===== src/hdl/ppbf_pkg.sv =====
// Shared types and constants for the paced playout byte FIFO.
`timescale 1ns / 1ps
`default_nettype none

package ppbf_pkg;

  // Widths fixed by the item and register formats.
  localparam int MODE_W    = 3;
  localparam int BYTE_W    = 8;
  localparam int LEN_W     = 15;
  localparam int FILL_W    = 14;
  localparam int STATUS_W  = 2;
  localparam int BPMS_W    = 11;
  localparam int BPBLK_W   = 14;
  localparam int CREDIT_W  = 20;
  localparam int CFG_IDX_W = 2;
  localparam int CFG_DAT_W = 14;

  // Item modes.
  localparam logic [MODE_W-1:0] MODE_WRITE = 3'd0;
  localparam logic [MODE_W-1:0] MODE_TICK  = 3'd1;
  localparam logic [MODE_W-1:0] MODE_READ  = 3'd2;
  localparam logic [MODE_W-1:0] MODE_FETCH = 3'd3;
  localparam logic [MODE_W-1:0] MODE_FLUSH = 3'd4;

  // Result status codes.
  localparam logic [STATUS_W-1:0] ST_OK        = 2'd0;
  localparam logic [STATUS_W-1:0] ST_NO_CREDIT = 2'd1;
  localparam logic [STATUS_W-1:0] ST_UNDERFLOW = 2'd2;
  localparam logic [STATUS_W-1:0] ST_NO_GRANT  = 2'd3;

  // Configuration register indexes.
  localparam logic [CFG_IDX_W-1:0] CFG_BYTES_PER_MS    = 2'd0;
  localparam logic [CFG_IDX_W-1:0] CFG_BYTES_PER_BLOCK = 2'd1;
  localparam logic [CFG_IDX_W-1:0] CFG_SILENCE_BYTE    = 2'd2;

  // Register reset values.
  localparam logic [BPMS_W-1:0]  BPMS_RESET    = 11'd16;
  localparam logic [BPBLK_W-1:0] BPBLK_RESET   = 14'd320;
  localparam logic [BYTE_W-1:0]  SILENCE_RESET = 8'd0;

  localparam logic [CREDIT_W-1:0] CREDIT_MAX = '1;

  typedef struct packed {
    logic [MODE_W-1:0] mode;
    logic [BYTE_W-1:0] data_byte;
    logic [LEN_W-1:0]  request_len;
  } in_item_t;

  typedef struct packed {
    logic [BYTE_W-1:0]   out_byte;
    logic [LEN_W-1:0]    granted_len;
    logic [LEN_W-1:0]    real_len;
    logic                ready_res;
    logic [STATUS_W-1:0] status;
    logic [FILL_W-1:0]   fill_level;
  } out_item_t;

  // Commands from the controller to the datapath.
  typedef struct packed {
    logic capture;
    logic execute;
    logic load_out;
  } dp_cmd_t;

endpackage

`default_nettype wire


===== src/hdl/ppbf_ctrl.sv =====
// Controller: sequences each item through capture, execute and result load.
`timescale 1ns / 1ps
`default_nettype none

module ppbf_ctrl (
  input  wire logic              clk,
  input  wire logic              rst_n,
  input  wire logic              in_valid,
  output logic                   in_ready,
  output logic                   out_valid,
  input  wire logic              out_ready,
  output ppbf_pkg::dp_cmd_t      cmd
);
  import ppbf_pkg::*;

  typedef enum logic [1:0] {
    S_IDLE,
    S_EXEC,
    S_DONE
  } state_t;

  state_t state_r;
  logic   out_valid_r;
  logic   slot_free;

  // The result register is free when empty or being drained this cycle.
  assign slot_free = !out_valid_r || out_ready;

  assign in_ready     = (state_r == S_IDLE);
  assign out_valid    = out_valid_r;
  assign cmd.capture  = (state_r == S_IDLE) && in_valid;
  assign cmd.execute  = (state_r == S_EXEC);
  assign cmd.load_out = (state_r == S_DONE) && slot_free;

  // State and result valid flag.
  always_ff @(posedge clk) begin
    if (!rst_n) begin
      state_r     <= S_IDLE;
      out_valid_r <= 1'b0;
    end else begin
      if (out_valid_r && out_ready) begin
        out_valid_r <= 1'b0;
      end
      unique case (state_r)
        S_IDLE: begin
          if (in_valid) begin
            state_r <= S_EXEC;
          end
        end
        S_EXEC: begin
          state_r <= S_DONE;
        end
        S_DONE: begin
          if (slot_free) begin
            out_valid_r <= 1'b1;
            state_r     <= S_IDLE;
          end
        end
        default: begin
          state_r <= S_IDLE;
        end
      endcase
    end
  end

endmodule

`default_nettype wire


===== config.mk =====
export PLATFORM = sky130hd
export DESIGN_NAME = ppbf_ctrl
export DESIGN_NICKNAME = d
export VERILOG_FILES = /design/src/hdl/ppbf_pkg.sv /design/src/hdl/ppbf_ctrl.sv
export SDC_FILE = /design/constraint.sdc
export NUM_CORES = 1
export LEC_CHECK = 0
export BUFFER_PORTS_ARGS = -buffer_cell sky130_fd_sc_hd__buf_2
export CORE_AREA = 2 2 39 41
export CTS_CLUSTER_DIAMETER = 60
export CTS_CLUSTER_SIZE = 24
export DETAILED_ROUTE_END_ITERATION = 7
export DIE_AREA = 0 0 41 43
export SETUP_SLACK_MARGIN = 0.1
export SLEW_MARGIN = 25
export SYNTH_ARGS = -nofsm -noshare
export SYNTH_HDL_FRONTEND = slang
export SYNTH_SLANG_ARGS = --single-unit

===== constraint.sdc =====
create_clock -name clk -period 1.1 [get_ports clk]
set_input_delay 0 -clock clk [delete_from_list [all_inputs] [get_ports clk]]
set_output_delay 0 -clock clk [all_outputs]
set_load 0.02 [all_outputs]

Word level (Yosys, flattened, before mapping)
Cells that the tools add are included.
Storage, ports and cells
  register bits after elaboration: 3
  output and inout port bits: 5
  word-level logic and storage cells: 19
Cells by class
  equal/unequal tests: 4
  muxes and demuxes: 6
  reduce and logical (&&, ||, !) cells: 7
Operators with widths (count)
  $pmux W2 S3: 1
  $mux W2: 2
  $ne A2 B2 Y1 const B: 2
  $logic_and A1 B1 Y1: 3
  $mux W1: 3
  $eq A2 B1 Y1 const B: 1
  $eq A2 B2 Y1 const B: 1
  $logic_not A2 Y1: 1
  $reduce_and A2 Y1: 1
  $logic_not A1 Y1: 1
  $logic_or A1 B1 Y1: 1

Logic depth before layout (Yosys ltp)
  depth after elaboration: 4
  gate-level depth with buffers: 2

Worst setup path after synthesis
No wires, ideal clock.
  path type: flip-flop to flip-flop
  from: register state_r[1]
  to: register state_r[0]
  setup time: 60 ps
  arrival time: 864 ps
  path slack: 176 ps
  stages on the path, launching flop included: 3
  buffers on the path: 0
  cells stage by stage: dfxtp_1 -> nor3b_2 -> and2_1
On the way
  longest elaborated chain between the ends: 3
  elaborated cells on any way between the ends: 7
  those cells by class: eq/ne (4); mux (1); reduce/logical (2)
Ends and longest elaborated chain
  from (decl): line ppbf_ctrl.sv:22  | state_t state_r;
  from (signal assigned): line ppbf_ctrl.sv:38  | state_r <= S_IDLE;
  from (signal assigned): line ppbf_ctrl.sv:47  | state_r <= S_EXEC;
  from (signal assigned): line ppbf_ctrl.sv:51  | state_r <= S_DONE;
  $eq A2 B2 Y1 / $logic_not A2 Y1 (equally long branches): line ppbf_ctrl.sv:44  | unique case (state_r)
  $ne A2 B2 Y1 (no source line)
  $reduce_and A2 Y1 (no source line)
Several ways; a longest one is shown, not always the timed one.
A chain may end at the register's enable or synchronous reset.

==> flow_summary.html <==
<table>
<tr><th>Metric</th><th>Value</th></tr>
<tr><th colspan="2">Outcome</th></tr>
<tr><td>Run status</td><td>finished, final reports clean</td></tr>
<tr><th colspan="2">Setup path</th></tr>
<tr><td>Worst EP arrival</td><td>around 0.97 ns</td></tr>
<tr><td>Worst path cell trace</td><td>and2b_4, buf_2</td></tr>
<tr><td>Family with the most delay on the worst path</td><td>flip-flops</td></tr>
<tr><td>Number of buffer and inverter instances along the worst setup path</td><td>1</td></tr>
<tr><td>CP Max Fanout</td><td>5</td></tr>
<tr><td>Highest cell delay on the worst timing path</td><td>approximately 0.34 ns</td></tr>
<tr><td>Slowest cell on the critical path</td><td>sky130_fd_sc_hd__dfxtp_2</td></tr>
<tr><td>Category of the worst setup path capture point</td><td>output pin</td></tr>
<tr><td>Data required time of the critical path</td><td>roughly 1.1 ns</td></tr>
<tr><td>Startpoint kind of the worst setup timing path</td><td>flop</td></tr>
<tr><td>CP Class</td><td>flop to output pin</td></tr>
<tr><th colspan="2">CTS</th></tr>
<tr><td>Post-CTS clock slew at the launch and capture registers of the worst setup and hold paths</td><td>~0.040 ns</td></tr>
<tr><td>Clock insertion delay at the later pin of the skew report</td><td>0.23 ns</td></tr>
<tr><td>Number of buffers inserted by post-CTS setup repair</td><td>0</td></tr>
<tr><td>Root buffer cell</td><td>sky130_fd_sc_hd__clkbuf_4</td></tr>
<tr><td>Number of buffers inserted by hold repair at cts</td><td>0</td></tr>
<tr><td>TritonCTS clock tree</td><td>yes</td></tr>
<tr><td>Htree depth</td><td>1</td></tr>
<tr><td>Clock Path Buffers</td><td>2</td></tr>
<tr><td>TritonCTS buffer count</td><td>3</td></tr>
<tr><td>Num Clock Sinks</td><td>3</td></tr>
<tr><th colspan="2">STA</th></tr>
<tr><td>Number of endpoints failing setup at the final stage</td><td>0</td></tr>
<tr><td>Layout Skew</td><td>roughly 0.00033 ns</td></tr>
<tr><td>Share of the clock period used by the worst path after layout</td><td>0.879</td></tr>
<tr><td>Normalized max-slew margin</td><td>0.907</td></tr>
<tr><td>Setup repair after global routing missed its margin</td><td>true</td></tr>
<tr><td>Smallest hold slack</td><td>between 0.008 and 0.009 ns</td></tr>
<tr><td>Post-layout min period</td><td>between 0.9 and 1 ns</td></tr>
<tr><td>Final hold viol count</td><td>0</td></tr>
<tr><td>Final worst slack</td><td>roughly 0.13 ns</td></tr>
<tr><td>Achievable clock frequency</td><td>a little over 1000 MHz</td></tr>
<tr><td>Max-slew violation count</td><td>0</td></tr>
<tr><td>Setup TNS</td><td>0 ns</td></tr>
<tr><td>Worst-margin pin slew</td><td>roughly 0.14 ns</td></tr>
<tr><th colspan="2">GRT</th></tr>
<tr><td>Largest net degree at the start of global routing</td><td>6</td></tr>
<tr><td>Global-route wire length before repair</td><td>roughly 400 um</td></tr>
<tr><td>Number of global-route vias before repair</td><td>132</td></tr>
<tr><td>Overflow left after global routing</td><td>0</td></tr>
<tr><td>Initial antenna violation count</td><td>0</td></tr>
<tr><td>Total GRT Usage</td><td>0.0451</td></tr>
<tr><th colspan="2">Final layout</th></tr>
<tr><td>Most common library cell in the layout ignoring fill and taps</td><td>sky130_fd_sc_hd__buf_2</td></tr>
<tr><td>Number of standard cells in the layout, taps in and fillers out</td><td>41</td></tr>
<tr><td>Diodes inserted</td><td>0</td></tr>
<tr><td>Area Overhead vs Synth</td><td>71.2%</td></tr>
<tr><td>Leading cell types in the layout, fill and taps excluded</td><td>7 x sky130_fd_sc_hd__buf_2, 3 x sky130_fd_sc_hd__clkbuf_4, 2 x sky130_fd_sc_hd__dfxtp_2</td></tr>
<tr><td># nets final</td><td>30</td></tr>
<tr><td>Layout fillers</td><td>160</td></tr>
<tr><td>Fraction of layout instances using a drive strength above 1</td><td>0.640</td></tr>
<tr><th colspan="2">Drt</th></tr>
<tr><td>DRC violation total after the first TritonRoute iteration</td><td>0</td></tr>
<tr><td>Wire length after detailed routing</td><td>about 300 um</td></tr>
<tr><td>Count of unresolved DRC violations after routing</td><td>0</td></tr>
<tr><td>Detailed-route wire length per cell</td><td>approximately 7.3 um</td></tr>
<tr><td>DR pass1 iterations</td><td>1</td></tr>
<tr><td>Post-detailed-route via-to-cell ratio</td><td>roughly 3.2</td></tr>
<tr><td>Count of antenna-violating nets left after detailed routing</td><td>0</td></tr>
<tr><td>Via count</td><td>~130</td></tr>
<tr><th colspan="2">Logic synthesis</th></tr>
<tr><td>Number of warning messages in the yosys log</td><td>0</td></tr>
<tr><td>Post-synthesis sequential element count</td><td>3</td></tr>
<tr><td>Post-Synthesis Cells</td><td>13</td></tr>
<tr><td>Sequential fraction of the synthesis area</td><td>0.432</td></tr>
<tr><td>Synthesized area per cell</td><td>~11 um^2</td></tr>
<tr><td>Post-Syn Nets</td><td>17</td></tr>
<tr><td>Cell area after synthesis</td><td>about 140 um^2</td></tr>
<tr><td>Unique masters post-synth</td><td>10</td></tr>
<tr><th colspan="2">Die</th></tr>
<tr><td>Core Rows</td><td>14</td></tr>
<tr><td>Area of the core</td><td>0.00138 mm^2</td></tr>
<tr><td>I/O pin count</td><td>9</td></tr>
<tr><td>Initial standard-cell utilization of the core</td><td>0.100</td></tr>
<tr><td>Horizontal die dimension</td><td>between 40 and 50 um</td></tr>
<tr><td>Floorplan die area</td><td>between 0.0015 and 0.002 mm^2</td></tr>
<tr><td>Height of the chip</td><td>around 43 um</td></tr>
<tr><th colspan="2">Power</th></tr>
<tr><td>Power Dens Cells</td><td>around 1500 mW/mm^2</td></tr>
<tr><td>Worst-case vdd ir drop</td><td>0.151 mV</td></tr>
<tr><td>Leakage power</td><td>approximately 0.11 nW</td></tr>
<tr><th colspan="2">Job</th></tr>
<tr><td>Max Cap Violations</td><td>0</td></tr>
<tr><th colspan="2">Placed design</th></tr>
<tr><td>Final weighted congestion in routability-driven placement</td><td>0.475</td></tr>
<tr><td>Port bufs</td><td>8</td></tr>
<tr><td>Pre-CTS WS</td><td>around 0.22 ns</td></tr>
<tr><td>Placed insts</td><td>37</td></tr>
<tr><th colspan="2">Min path</th></tr>
<tr><td>Worst Hold Class</td><td>input port to flop</td></tr>
</table>
==> final cells by class <==
type                       count  area (um^2)  share of cell area
multi-input combinational     10         86.3               0.363
sequential                     3         62.6               0.263
clock buffer                   4         26.3               0.111
tap                           16         20.0              0.0842
timing repair buffer           8         42.5               0.179
==> flip-flops by register name, summed over array words and instances, names as in the netlist <==
signal and flops:
state_r 2, out_valid 1
==> per-stage QoR <==
step | utilization | cell area [um^2] | power [mW]
after floorplan | - | 139 | 0.152
after global placement | 0.144 | 199 | 0.170
after detailed placement | 0.144 | 199 | 0.171
after CTS | 0.165 | 229 | 0.373
after global routing | 0.172 | 238 | 0.383
final | 0.172 | 238 | 0.362
==> cell families after synthesis <==
family	synth area share
simple gates	0.459
compound gates	0.108
flops	0.432
==> metal layers <==
layer | global-route usage | part of all wire | up-vias | wire, um
li1 | - | - | 68 | -
met1 | 0.0192 | 0.33 | 56 | 100
met2 | 0.0563 | 0.50 | 7 | 151
met3 | 0.0471 | 0.16 | 0 | 48
met4 | 0.0800 | 0 | 0 | 0
met5 | 0 | 0 | - | 0
==> report_power, final <==
| group | total (mW) | switching [mW] | internal (mW) |
|---|---|---|---|
| clock | 0.189 | 0.0532 | 0.136 |
| combinational | 0.0508 | 0.0248 | 0.0261 |
| sequential | 0.122 | 0.00655 | 0.115 |
| total | 0.362 | 0.0845 | 0.277 |
==> repair_timing <==
action | in CTS | in global routing
gates cloned | 0 | 0
resized for setup | 2 | 2
setup endpoints to repair | 1 | 2
hold endpoints to repair | 0 | 0
==> cells in the mapped netlist <==
cell / instances / share of area
sky130_fd_sc_hd__nor2b_1: 1 / 0.045
sky130_fd_sc_hd__and2_1: 1 / 0.045
sky130_fd_sc_hd__nand2b_1: 2 / 0.090
sky130_fd_sc_hd__and4bb_1: 1 / 0.090
sky130_fd_sc_hd__dfxtp_1: 3 / 0.43
sky130_fd_sc_hd__nor3b_2: 1 / 0.090
sky130_fd_sc_hd__o21a_1: 1 / 0.054
sky130_fd_sc_hd__and2b_4: 1 / 0.072
sky130_fd_sc_hd__a21boi_0: 1 / 0.054
sky130_fd_sc_hd__nor2_1: 1 / 0.027
==> worst paths after layout <==
| path | slack, ns | cells after the start | to | start |
|---|---|---|---|---|
| min reg2reg | 0.51 | 2 | out_valid$_SDFF_PN0_ | out_valid$_SDFF_PN0_ |
| min | 0.009 | 2 | state_r[1]$_SDFFE_PN0P_ | rst_n |
| max | 0.13 | 2 | cmd[1] | state_r[1]$_SDFFE_PN0P_ |
| max reg2reg | 0.24 | 2 | state_r[1]$_SDFFE_PN0P_ | state_r[1]$_SDFFE_PN0P_ |
(Power assumes the default switching activity.)
